===== src/rtl/core/llhist_pkg.sv =====
`default_nettype none

package llhist_pkg;

	// Defaults for the top-level parameters.
	localparam int MANT_BITS_DEF   = 5;
	localparam int NUM_BUCKETS_DEF = 1024;

	// Samples are cut to this many low bits before use.
	localparam int SAMPLE_BITS = 32;
	localparam int SMP_USE     = (SAMPLE_BITS < 32) ? SAMPLE_BITS : 32;
	localparam logic [31:0] SAMPLE_MASK = 32'((64'd1 << SMP_USE) - 64'd1);

	// Percentile scale: thousandths of a percent.
	localparam int PCT_W = 17;
	localparam logic [PCT_W-1:0] PCT_FULL = 17'd100000;

	// Width of (count - 1) * percentile.
	localparam int PROD_W = 32 + PCT_W;

	localparam logic MODE_RECORD = 1'b0;
	localparam logic MODE_QUERY  = 1'b1;

	typedef struct packed {
		logic rd_en;
		logic inc_en;
	} bkt_ctl_t;

	typedef struct packed {
		logic sq_en;
		logic commit;
	} stat_ctl_t;

	typedef struct packed {
		logic [31:0] count;
		logic [31:0] smallest;
		logic [31:0] largest;
		logic [63:0] sum;
		logic [63:0] sum_sq;
	} stats_t;

endpackage

`default_nettype wire


===== src/rtl/core/llhist_stats.sv =====
`default_nettype none

module llhist_stats (
	input  wire                   clk,
	input  wire                   arst_n,
	input  llhist_pkg::stat_ctl_t ctl,
	input  wire  [31:0]           sample,
	output llhist_pkg::stats_t    stats
);

	logic [63:0] sq_s1;
	logic [31:0] count_q;
	logic [31:0] min_q;
	logic [31:0] max_q;
	logic [63:0] sum_q;
	logic [63:0] sum_sq_q;
	logic [64:0] sum_add;
	logic [64:0] sq_add;

	// The square is registered before it meets the accumulator.
	always_ff @(posedge clk) begin
		if (ctl.sq_en) begin
			sq_s1 <= sample * sample;
		end
	end

	assign sum_add = {1'b0, sum_q} + {33'd0, sample};
	assign sq_add  = {1'b0, sum_sq_q} + {1'b0, sq_s1};

	always_ff @(posedge clk or negedge arst_n) begin
		if (!arst_n) begin
			count_q  <= '0;
			min_q    <= '1;
			max_q    <= '0;
			sum_q    <= '0;
			sum_sq_q <= '0;
		end else if (ctl.commit) begin
			if (count_q != '1) begin
				count_q <= count_q + 32'd1;
			end
			if (sample < min_q) begin
				min_q <= sample;
			end
			if (sample > max_q) begin
				max_q <= sample;
			end
			sum_q    <= sum_add[64] ? '1 : sum_add[63:0];
			sum_sq_q <= sq_add[64] ? '1 : sq_add[63:0];
		end
	end

	assign stats = '{count: count_q, smallest: min_q, largest: max_q,
		sum: sum_q, sum_sq: sum_sq_q};

	a_count_nonzero: assert property (@(posedge clk) disable iff (!arst_n)
		ctl.commit |=> count_q != '0)
		else $error("sample count is zero after a recorded sample");

	a_min_le_max: assert property (@(posedge clk) disable iff (!arst_n)
		ctl.commit |=> min_q <= max_q)
		else $error("minimum above maximum after a recorded sample");

endmodule

`default_nettype wire


===== config.mk =====
export PLATFORM = sky130hd
export DESIGN_NAME = llhist_stats
export DESIGN_NICKNAME = d
export VERILOG_FILES = /design/src/rtl/core/llhist_pkg.sv /design/src/rtl/core/llhist_stats.sv
export SDC_FILE = /design/constraint.sdc
export NUM_CORES = 2
export LEC_CHECK = 0
export ABC_AREA = 1
export BUFFER_PORTS_ARGS = -buffer_cell sky130_fd_sc_hd__buf_2
export CAP_MARGIN = 5
export CORE_MARGIN = 5
export CORE_UTILIZATION = 25
export DETAILED_ROUTE_END_ITERATION = 6
export HOLD_SLACK_MARGIN = 0.05
export PLACE_DENSITY = 0.45
export SLEW_MARGIN = 5
export SYNTH_ARGS = -nofsm -noshare
export SYNTH_HDL_FRONTEND = slang
export SYNTH_SLANG_ARGS = --single-unit
export TNS_END_PERCENT = 50

===== constraint.sdc =====
create_clock -name clk -period 3.8 [get_ports clk]
set_input_delay 0 -clock clk [delete_from_list [all_inputs] [get_ports clk]]
set_output_delay 0 -clock clk [all_outputs]
set_load 0.02 [all_outputs]

==> results.md <==
* Status: finished with violations
* Failing checks: negative setup slack
* #FFs+latches synth at 287
* Hpwl dp at 168700 µm
* Max Fclk at 169.3 MHz
* Layout cell share with drive strength beyond 1 at 22.61%
* Async SR Flop Fraction at 78.05%
* Num CTS Buffers at 37
* DR DRC count at 0
* WHS Path Cells at 5
* Full die area at 219600 µm²
* WHS Endpoint: min_q[10]
* Synthesized cell area at 52590 µm²
* WP data arrival at 6240 ps
* Setup TNS at -103130 ps
* CP Max Fanout at 5
* Global-route wire length before repair at 305900 µm
* Main synth FF type: dfrtp_1
* GRT Util Overall at 18.19%
* Largest net degree at the start of global routing at 142
* Area Growth Syn to Fin at 31.34%
* Setup crit end kind: register
* Worst r2r src: sum_sq_q[23]
* TritonCTS Sinks at 287
* Mean Syn Cell Area at 7.417 µm²
* Hold_sp: sample[10]
* Core box area at 209400 µm²
* Max-cap violations at 0
* WP data required at 4140 ps
* Fin nets at 9329
* Register area share after synthesis at 14.33%
* Most frequent cells in the layout: 1840 x nand2_1, 1785 x inv_1, 717 x fa_1
* Clock Tree Buf Depth at 3
* DR WL/cell at 18.80 µm
* R2R cell count at 14
* Initial Util at 25.12%
* I/O pins at 260
* Post-route minimum period at 5906 ps
* Routed Antenna Nets at 0
* Distinct cells, synth at 49
* Total Routed Length at 204600 µm
* Least-Margin Pin Slew at 967.3 ps
* Final Cycle Share at 155.4%
* Remaining global-route overflow at 0
* Post-Route Skew at 22.22 ps
* Die W at 468.7 µm
* Area of the multi-input gates at 40300 µm²
* Reg area at 7537 µm²
* Mapped Cells at 7091
* H-tree Lvls at 2
* DP Area at 63010 µm²
* Setup repair after global routing missed its margin: yes
* Worst slew margin relative to its limit at 35.51%
* Vias at 47310
* Crit path launch type: input port
* RD Place Congestion at 0.9228
* Final WS setup at -2107 ps
* Pre-Repair DR Iteration Count at 6
* CTS tree: built
* Post-synth EDFFs at 63
* Initial antenna violation count at 6
* Fillers at 22410
* Skew-Pair Late Insertion Delay at 600 ps
* Row count at 168
* Post-synth net total at 8377
* Die Ht at 468.7 µm
* HP Class: input port to register
* Worst r2r dst: sum_sq_q[49]
* Clock Root Buffer: clkbuf_16
* Final Max Slew Viols at 0
* Crit Path Class: input port to register
* # port buffers at 259
* Reg2Reg Setup Slack at 500 ps
* Initial detailed-routing violation count at 2735
* Most common cell after layout, fill and taps aside: nand2_1
* Post-route cell area at 69080 µm²
* Synth Warn # at 0
* DR vias/cell at 4.350
* Clock-pin slew on the worst setup and hold paths at 60 ps
* # setup viols final at 56
* Hold Fails Final Rpt at 0
* Vias in the first global route at 50050
synthesized netlist by cell type (7+ instances only):
master,count,share of area (%)
buf_1,7,0.050
nor2_1,422,3.0
ha_1,457,11
nor3_1,46,0.44
a31oi_1,13,0.15
nand3b_1,25,0.36
fa_1,793,30
edfxtp_1,63,3.6
nand2_1,1976,14
a21o_1,11,0.16
nor4_1,21,0.25
a21oi_1,220,2.1
nand4_1,65,0.77
a31o_2,7,0.12
o21bai_1,35,0.50
or2_2,23,0.27
clkbuf_1,152,1.1
dfstp_2,32,1.6
nor2_2,9,0.11
o21ai_0,91,0.87
o21bai_2,9,0.19
o21a_1,8,0.11
buf_2,15,0.14
dfrtp_1,192,9.1
inv_1,1875,13
xnor2_1,71,1.2
xor2_1,98,1.6
nand3_1,305,2.9
nand2_2,8,0.095
timing repair:
item	CTS	global route
gates resized for setup	411	456
gates cloned	6	11
setup buffers	31	49
pin swaps	103	264
endpoints found under the setup margin	56	56
hold buffers	30	0
endpoints found under the hold margin	267	0
per-stage QoR:
stage                     hold WS, ps  worst slack [ps]  std cells  utilization (%)
after floorplan                -295.6             -2138       7091                -
after global placement         -170.6             -3162      10690            30.10
after detailed placement       -169.8             -3139      10690            30.10
after CTS                       53.75             -2117      10820            31.85
after global routing            52.85             -2285      10880            32.99
final                           48.22             -2107      10880            32.99
cells by family (layout without fill, tap and decap cells):
| logic type | Yosys count | in the layout | share of synthesized area (%) |
|---|---|---|---|
| xor+xnor | 169 | 169 | 2.814 |
| flops | 287 | 287 | 14.33 |
| simple gates | 2914 | 2914 | 22.56 |
| buf+inv | 2062 | 3043 | 14.82 |
| fa+ha+maj | 1250 | 1250 | 41.06 |
| compound gates | 409 | 409 | 4.420 |
| other cells | 0 | 1 | 0 |
how the worst max path moves through the flow:
stage                     slack [ps]   endpoint        from  cells past startpoint
after floorplan                -2140  sq_s1[55]   sample[3]                     27
after global placement         -3160  sq_s1[56]   sample[8]                     27
after detailed placement       -3140  sq_s1[56]   sample[8]                     27
after CTS                      -2120  sq_s1[53]  sample[15]                     27
after global routing           -2280  sq_s1[60]  sample[22]                     25
final                          -2110  sq_s1[53]  sample[29]                     28
layout make-up:
type,instances,area share (%)
well taps,2805,5.081
multi-input cells,4742,58.34
inverters,1882,10.27
clock buffers,47,1.529
repair buffers,1093,13.49
diodes,1,0.003623
flip-flops and latches,287,10.91
clock inverters,21,0.3786
worst max-delay path, stage by stage:
cell,delay (ps)
buf_12,120
buf_12,140
buf_12,130
buf_4,130
nand2_1,100
inv_1,70
fa_1,530
inv_1,50
fa_2,530
inv_1,50
fa_2,530
fa_2,470
fa_2,580
fa_1,420
fa_2,610
ha_4,230
ha_4,270
buf_4,130
nand2_1,110
nor2_1,140
inv_2,90
buf_4,150
nor2_2,130
nand2_1,70
inv_1,90
nand4_1,180
nand4_1,120
nand2_1,60
metal layers:
| layer | vias to the layer above | GRT usage (%) | share of wire, % |
|---|---|---|---|
| met4 | 0 | 3.397 | 2.3 |
| met5 | - | 0 | 0 |
| met3 | 183 | 1.949 | 4.6 |
| li1 | 22850 | - | - |
| met1 | 23350 | 24.70 | 45 |
| met2 | 940 | 31.52 | 48 |
state kept, by name (all words and copies together), names as in the netlist:
signal,count
count_q,32
max_q,32
min_q,32
sq_s1,63
sum_q,64
sum_sq_q,64
Power is not shown: default switching activity piles up to over one toggle a cycle in this logic, so the estimate is an artifact.
