<file path="src/rtl/core/llhist_pkg.sv">
`default_nettype none

package llhist_pkg;

	// Defaults for the top-level parameters.
	localparam int MANT_BITS_DEF   = 5;
	localparam int NUM_BUCKETS_DEF = 1024;

	// Samples are cut to this many low bits before use.
	localparam int SAMPLE_BITS = 32;
	localparam int SMP_USE     = (SAMPLE_BITS < 32) ? SAMPLE_BITS : 32;
	localparam logic [31:0] SAMPLE_MASK = 32'((64'd1 << SMP_USE) - 64'd1);

	// Percentile scale: thousandths of a percent.
	localparam int PCT_W = 17;
	localparam logic [PCT_W-1:0] PCT_FULL = 17'd100000;

	// Width of (count - 1) * percentile.
	localparam int PROD_W = 32 + PCT_W;

	localparam logic MODE_RECORD = 1'b0;
	localparam logic MODE_QUERY  = 1'b1;

	typedef struct packed {
		logic rd_en;
		logic inc_en;
	} bkt_ctl_t;

	typedef struct packed {
		logic sq_en;
		logic commit;
	} stat_ctl_t;

	typedef struct packed {
		logic [31:0] count;
		logic [31:0] smallest;
		logic [31:0] largest;
		logic [63:0] sum;
		logic [63:0] sum_sq;
	} stats_t;

endpackage

`default_nettype wire

</file>
<file path="src/rtl/core/llhist_rank.sv">
`default_nettype none

module llhist_rank (
	input  wire                               clk,
	input  wire                               arst_n,
	input  wire                               start,
	input  wire  [31:0]                       cnt_m1,
	input  wire  [llhist_pkg::PCT_W-1:0]      pct,
	output logic                              done,
	output logic [llhist_pkg::PROD_W-1:0]     target
);

	localparam int PW = llhist_pkg::PROD_W;

	// The walk tests a running total scaled by 100000 against this product,
	// which is the same as testing the unscaled total against the rank.
	logic [PW-1:0] target_q;
	logic          done_q;

	always_ff @(posedge clk or negedge arst_n) begin
		if (!arst_n) begin
			done_q <= 1'b0;
		end else begin
			done_q <= start;
		end
	end

	always_ff @(posedge clk) begin
		if (start) begin
			target_q <= PW'(cnt_m1) * PW'(pct);
		end
	end

	assign done   = done_q;
	assign target = target_q;

endmodule

`default_nettype wire

</file>
<file path="config.mk">
export PLATFORM = sky130hd
export DESIGN_NAME = llhist_rank
export DESIGN_NICKNAME = d
export VERILOG_FILES = /design/src/rtl/core/llhist_pkg.sv /design/src/rtl/core/llhist_rank.sv
export SDC_FILE = /design/constraint.sdc
export NUM_CORES = 1
export LEC_CHECK = 0
export ABC_AREA = 1
export BUFFER_PORTS_ARGS = -buffer_cell sky130_fd_sc_hd__clkbuf_2
export CAP_MARGIN = 20
export CORE_MARGIN = 4
export CORE_UTILIZATION = 35
export CTS_CLUSTER_DIAMETER = 200
export DETAILED_ROUTE_END_ITERATION = 8
export PLACE_DENSITY = 0.61
export REMOVE_ABC_BUFFERS = 1
export SKIP_LAST_GASP = 1
export SYNTH_ARGS = -nofsm -noshare
export SYNTH_HDL_FRONTEND = slang
export SYNTH_SLANG_ARGS = --single-unit
</file>
<file path="constraint.sdc">
create_clock -name clk -period 0.8 [get_ports clk]
set_input_delay 0.04 -clock clk [delete_from_list [all_inputs] [get_ports clk]]
set_output_delay 0.04 -clock clk [all_outputs]
set_load 0.005 [all_outputs]
</file>
==> flow_metrics.py, run 1 <==
metrics = {
    "outcome": {
        "status": "finished, violations left",
        "violations": "setup timing",
    },
    "sta": {
        "setup_viol": 98,
        "layout_min_cycle_time_ns": 4.91,
        "hold_viol_final": 0,
        "maxSlewViolCount": 0,
        "fin_crit_sh_pct": 614,
        "fin_ws_ns": -4.11,
        "rsz0062_at_grt": "yes",
        "maxSlewHeadroom_pct": 80.0,
        "max_freq_mhz": 204,
        "worst_pin_slew_ns": 0.300,
    },
    "routing": {
        "drtIter0Drc": 1194,
        "via_per_inst": 4.66,
        "drc": 0,
        "ant_nets": 0,
        "drt_pass1_iterations": 6,
        "vias": 17800,
        "wirelength_mm": 67.8,
        "wl_per_cell_um": 17.8,
    },
    "place": {
        "gp_congestion": 0.890,
        "port_buffers": 101,
        "place_hpwl_mm": 46.8,
        "placed_cells": 3717,
    },
    "clocking": {
        "clock-sinks": 50,
        "root_buffer": "clkbuf_16",
        "cts_buffer_depth": 2,
        "cts_buffers": 5,
        "h-tree-depth": 2,
        "clkTransAtPathRegs_ns": 0.07,
        "cts_tree": "done",
    },
    "setup_path": {
        "cp.arrival_ns": 4.97,
        "cp.required_ns": 0.86,
        "cp_cell_sequence": "clkbuf_16 > buf_12 > nand2_2 > inv_2 > fa_1 > inv_1 > fa_1 > fa_1 > inv_1 > fa_1 > fa_1 > inv_1 > fa_1 > inv_2 > ha_4 > nand2_4 > nor2_4 > nand2_1 > nor2_1 > nand2_1 > nand3_4 > nand2_2 > nand3_1 > nand2_1",
        "critPathCaptureType": "flip-flop",
        "critPathKind": "in -> reg",
        "cp_slowest_cell": "fa_1",
        "path_max_fanout": 6,
        "cpPeakStageDelay_ns": 0.55,
        "crit_path_start_kind": "input port",
        "crit_top_cell": "fa_1",
        "critPathLaunch": "pct[5]",
        "critPathTopFamily": "adder cells",
        "cp.buffers_inverters": 7,
    },
    "finish": {
        "final_cells": 3816,
        "drive_above_1_share_pct": 30.4,
        "fillerInstances": 5396,
        "n_antenna_cell": 0,
        "fin_nets": 3674,
        "syn_to_final_growth_pct": 36.0,
    },
    "logic_synthesis": {
        "synth_cells": 2729,
        "synth_common_cells": "inv_1 (892), nand2_1 (885), fa_1 (449)",
        "yosys.area.top_type": "fa_1",
        "synth_area_leaders": "fa_1 (44%), inv_1 (16%), nand2_1 (16%)",
        "yosysMostFrequentCell": "inv_1",
        "avgSynthCellArea_um2": 7.46,
        "yosysWarnings": 0,
        "netlist_area_mm2": 0.0204,
        "synth_cell_types": 24,
        "synth_edf_count": 49,
        "ys_async_sr_fraction_pct": 2.00,
        "netlist.area_leader.share_pct": 44.1,
        "yosysSeqAreaShare_pct": 7.35,
        "ys_ff_latch": 50,
        "ys.flop_type": "edfxtp_1",
    },
    "flow_run": {
        "drv_cap": 0,
    },
    "global_routing": {
        "overflow": 0,
        "grt_max_degree": 28,
        "grt_pass1_wl_mm": 97.9,
        "grt_pass1_vias": 18400,
        "antenna_found_initial": 1,
        "grt.total_usage_pct": 19.5,
    },
    "min_path": {
        "min_path_type": "in -> async",
    },
    "floorplanning": {
        "rows": 88,
        "dieArea_mm2": 0.0621,
        "core_area_mm2": 0.0577,
        "dieHeight_um": 249,
        "ios": 102,
        "start_util_pct": 35.3,
        "chipWidth_um": 249,
    },
}
-- metrics by stage --
stage | setup slack, ns | hold WS (ns) | util [%] | TNS (ns) | instance area [um^2]
finish | -4.11 | 0.0365 | 48.0 | -174.71 | 27700
global route | -4.26 | 0.0428 | 48.0 | -182.21 | 27700
CTS | -4.03 | 0.0325 | 44.3 | -173.52 | 25600
detailed placement | -4.65 | -0.183 | 40.9 | -194.80 | 23600
global placement | -4.60 | -0.185 | 40.9 | -193.79 | 23600
floorplan | -3.80 | -0.256 | - | -157.73 | 19900
-- layer usage --
metal / up-vias / GRT usage [%] / part of all wire (%)
li1: 8131 / - / -
met1: 8751 / 25.5 / 40
met2: 719 / 33.5 / 47
met3: 185 / 3.47 / 9.2
met4: 2 / 4.97 / 3.5
met5: - / 0 / 0.021
-- state kept, by name, indices dropped and copies added (netlist names) --
register  cells
target       49
done          1
-- cells by family after synthesis --
logic type / after synthesis / share of synthesized area (%)
buffers and inverters: 1011 / 18.6
adders and majority gates: 572 / 51.7
AOI/OAI and AO/OA: 36 / 0.971
and+or+nand+nor: 1032 / 20.2
DFF: 50 / 7.35
xor gates and xnor gates: 28 / 1.20
-- worst max-delay path by stage --
stage	to	slack [ns]	cells past startpoint
finish	target[34]	-4.11	24
global route	target[39]	-4.26	24
CTS	target[27]	-4.03	24
detailed placement	target[45]	-4.65	20
global placement	target[45]	-4.60	20
floorplan	target[47]	-3.80	22
-- layout make-up --
class                   count  area [um^2]  share of cell area [%]
clock buffers               6          129                   0.465
multi-input cells        1668        17100                    61.8
clock inverters             2         15.0                  0.0542
flip-flops and latches     50         1500                    5.40
inverters                 896         3370                    12.1
well taps                 765          957                    3.45
repair buffers            429         4630                    16.7
-- cell usage in the layout, fill, tap and decap left out, types with 3 or more instances in the layout --
| master | count |
|---|---|
| inv_1 | 789 |
| nand2_1 | 710 |
| fa_1 | 420 |
| buf_4 | 216 |
| nand2_2 | 132 |
| inv_2 | 106 |
| ha_1 | 76 |
| clkbuf_2 | 61 |
| nand2_4 | 55 |
| edfxtp_1 | 49 |
| buf_6 | 47 |
| buf_12 | 47 |
| ha_4 | 39 |
| nor2_4 | 37 |
| clkbuf_16 | 30 |
| fa_2 | 29 |
| nor2_1 | 27 |
| nand3_2 | 19 |
| nor2_2 | 15 |
| nand3_1 | 15 |
| a21oi_2 | 13 |
| buf_16 | 11 |
| nand3_4 | 10 |
| xor2_1 | 10 |
| xor2_2 | 9 |
| a21oi_4 | 9 |
| ha_2 | 8 |
| buf_8 | 8 |
| clkbuf_4 | 6 |
| nand4_1 | 5 |
| xnor2_1 | 5 |
| o21bai_1 | 5 |
| a21oi_1 | 4 |
| clkbuf_8 | 4 |
| a31oi_4 | 3 |
-- what timing repair did --
action	CTS	global route
setup endpoints to repair	98	98
hold buffers	1	0
hold endpoints to repair	1	0
setup buffers	14	42
resized for setup	312	446
cloned	11	27
pin swaps	83	211
Power of run 1 is not shown: default switching activity piles up to over one toggle a cycle in this logic, so the estimate is an artifact.
==> inputs of run 2 (changes only) <==
--- a/config.mk
+++ b/config.mk
@@ -6,8 +6,9 @@
 export NUM_CORES = 1
 export LEC_CHECK = 0
 export ABC_AREA = 1
-export BUFFER_PORTS_ARGS = -buffer_cell sky130_fd_sc_hd__clkbuf_2
+export BUFFER_PORTS_ARGS = -buffer_cell sky130_fd_sc_hd__buf_4
 export CAP_MARGIN = 20
+export CORE_ASPECT_RATIO = 1.2
 export CORE_MARGIN = 4
 export CORE_UTILIZATION = 35
 export CTS_CLUSTER_DIAMETER = 200
==> flow_metrics.py, run 2 (synthesized netlist as in run 1, its figures left out) <==
metrics = {
    "clocking": {
        "cts_buffers": 5,
        "cts_buffer_depth": 2,
        "h-tree-depth": 2,
        "root_buffer": "clkbuf_16",
        "cts_tree": "done",
        "clkTransAtPathRegs_ns": 0.07,
        "clock-sinks": 50,
    },
    "place": {
        "place_hpwl_mm": 47.0,
        "gp_congestion": 0.900,
        "port_buffers": 101,
        "place_area_mm2": 0.0233,
    },
    "floorplanning": {
        "chipWidth_um": 228,
        "ios": 102,
        "start_util_pct": 35.5,
        "dieHeight_um": 272,
        "rows": 96,
        "dieArea_mm2": 0.0621,
        "core_area_mm2": 0.0574,
    },
    "global_routing": {
        "antenna_found_initial": 0,
        "overflow": 0,
        "grt_pass1_wl_mm": 92.2,
        "grt.total_usage_pct": 18.1,
        "grt_pass1_vias": 18100,
        "grt_max_degree": 28,
    },
    "setup_path": {
        "cp_slowest_cell": "fa_1",
        "critPathCaptureType": "flip-flop",
        "cp.required_ns": 0.86,
        "crit_top_cell": "fa_1",
        "cp_cell_sequence": "bufbuf_16 > nand2_1 > fa_1 > inv_1 > fa_1 > fa_1 > fa_1 > fa_1 > inv_1 > fa_1 > inv_2 > ha_4 > nand2_4 > nor2_4 > nand2_1 > nor2_2 > nand2_2 > nand3_4 > nand2_2 > nand3_1 > nand2_1",
        "cp.arrival_ns": 4.76,
        "path_max_fanout": 7,
        "crit_path_start_kind": "input port",
        "critPathKind": "in -> reg",
        "cpPeakStageDelay_ns": 0.61,
    },
    "sta": {
        "rsz0062_at_grt": "yes",
        "max_freq_mhz": 213,
        "setup_viol": 98,
        "maxSlewHeadroom_pct": 77.5,
        "layout_min_cycle_time_ns": 4.70,
        "fin_ws_ns": -3.90,
        "maxSlewViolCount": 0,
        "worst_pin_slew_ns": 0.338,
        "fin_crit_sh_pct": 588,
        "hold_viol_final": 0,
        "timing.hold.ws_ns": 0.0545,
    },
    "finish": {
        "final_area_mm2": 0.0266,
        "final_common_cell": "inv_1",
        "mostFrequentLayoutCells": "inv_1 (805), nand2_1 (719), fa_1 (425), buf_4 (223), nand2_2 (136)",
        "n_antenna_cell": 0,
        "largest_reg_flops": 49,
        "drive_above_1_share_pct": 27.2,
        "fin_nets": 3606,
        "syn_to_final_growth_pct": 30.7,
        "fillerInstances": 5574,
    },
    "routing": {
        "wirelength_mm": 57.8,
        "drtIter0Drc": 773,
        "ant_nets": 0,
        "wl_per_cell_um": 15.6,
        "drc": 0,
        "via_per_inst": 4.55,
        "drt_pass1_iterations": 5,
        "vias": 16900,
    },
    "outcome": {
        "violations": "setup timing",
        "status": "finished, violations left",
    },
    "flow_run": {
        "drv_cap": 0,
    },
    "min_path": {
        "min_path_type": "in -> reg",
    },
}
run 2: cell count changes in the layout (fill, tap and decap cells not counted), sizes merged:
cell	previous run	this run
buf	330	348
bufinv	0	1
clkinvlp	2	1
bufbuf	2	1
clkbuf	102	17
run 2: area by class of cell:
class | count | area (um^2) | share of cell area (%)
clock buffers | 6 | 129 | 0.484
clock inverters | 2 | 37.5 | 0.141
inverters | 896 | 3370 | 12.7
multi-input cells | 1668 | 16800 | 63.2
flip-flops and latches | 50 | 1500 | 5.62
well taps | 735 | 920 | 3.45
repair buffers | 361 | 3850 | 14.5
run 2: critical path: cells and delay by family:
family | cells | cell delay (ns)
adder cells (fa/ha/maj) | 7 | 3.37
AND/OR/NAND/NOR | 10 | 0.94
buffers and inverters | 4 | 0.41
run 2: metal layers:
layer | routed length (um) | global-route usage, % | vias up
li1 | - | - | 7984
met1 | 22700 | 21.5 | 8503
met2 | 31100 | 35.5 | 354
met3 | 2650 | 1.71 | 83
met4 | 1390 | 3.68 | 0
met5 | 0 | 0 | -
run 2: worst paths after layout:
kind,cells past startpoint,endpoint,slack [ns],from
min in group asynchronous,2,done,0.06,arst_n
setup / recovery,21,target[33],-3.90,pct[13]
max in group asynchronous,2,done,0.66,arst_n
hold / removal,1,target[9],0.05,start
run 2: what timing repair did:
item | in CTS | in global routing
buffers inserted | 15 | 25
pin swaps | 88 | 194
hold endpoints to repair | 1 | 0
gates resized for setup | 316 | 371
endpoints found under the setup margin | 98 | 98
gates cloned | 2 | 12
hold buffers | 1 | 0
run 2: per-stage QoR:
stage	worst slack, ns	utilization [%]	TNS [ns]	std cells
after floorplan	-3.80	-	-157.73	2614
after global placement	-4.58	40.6	-192.61	3657
after detailed placement	-4.61	40.6	-193.75	3657
after CTS	-3.89	43.6	-170.15	3683
after global routing	-4.11	46.4	-177.46	3718
final	-3.90	46.4	-168.52	3718
Power of run 2 is left out for the same reason.
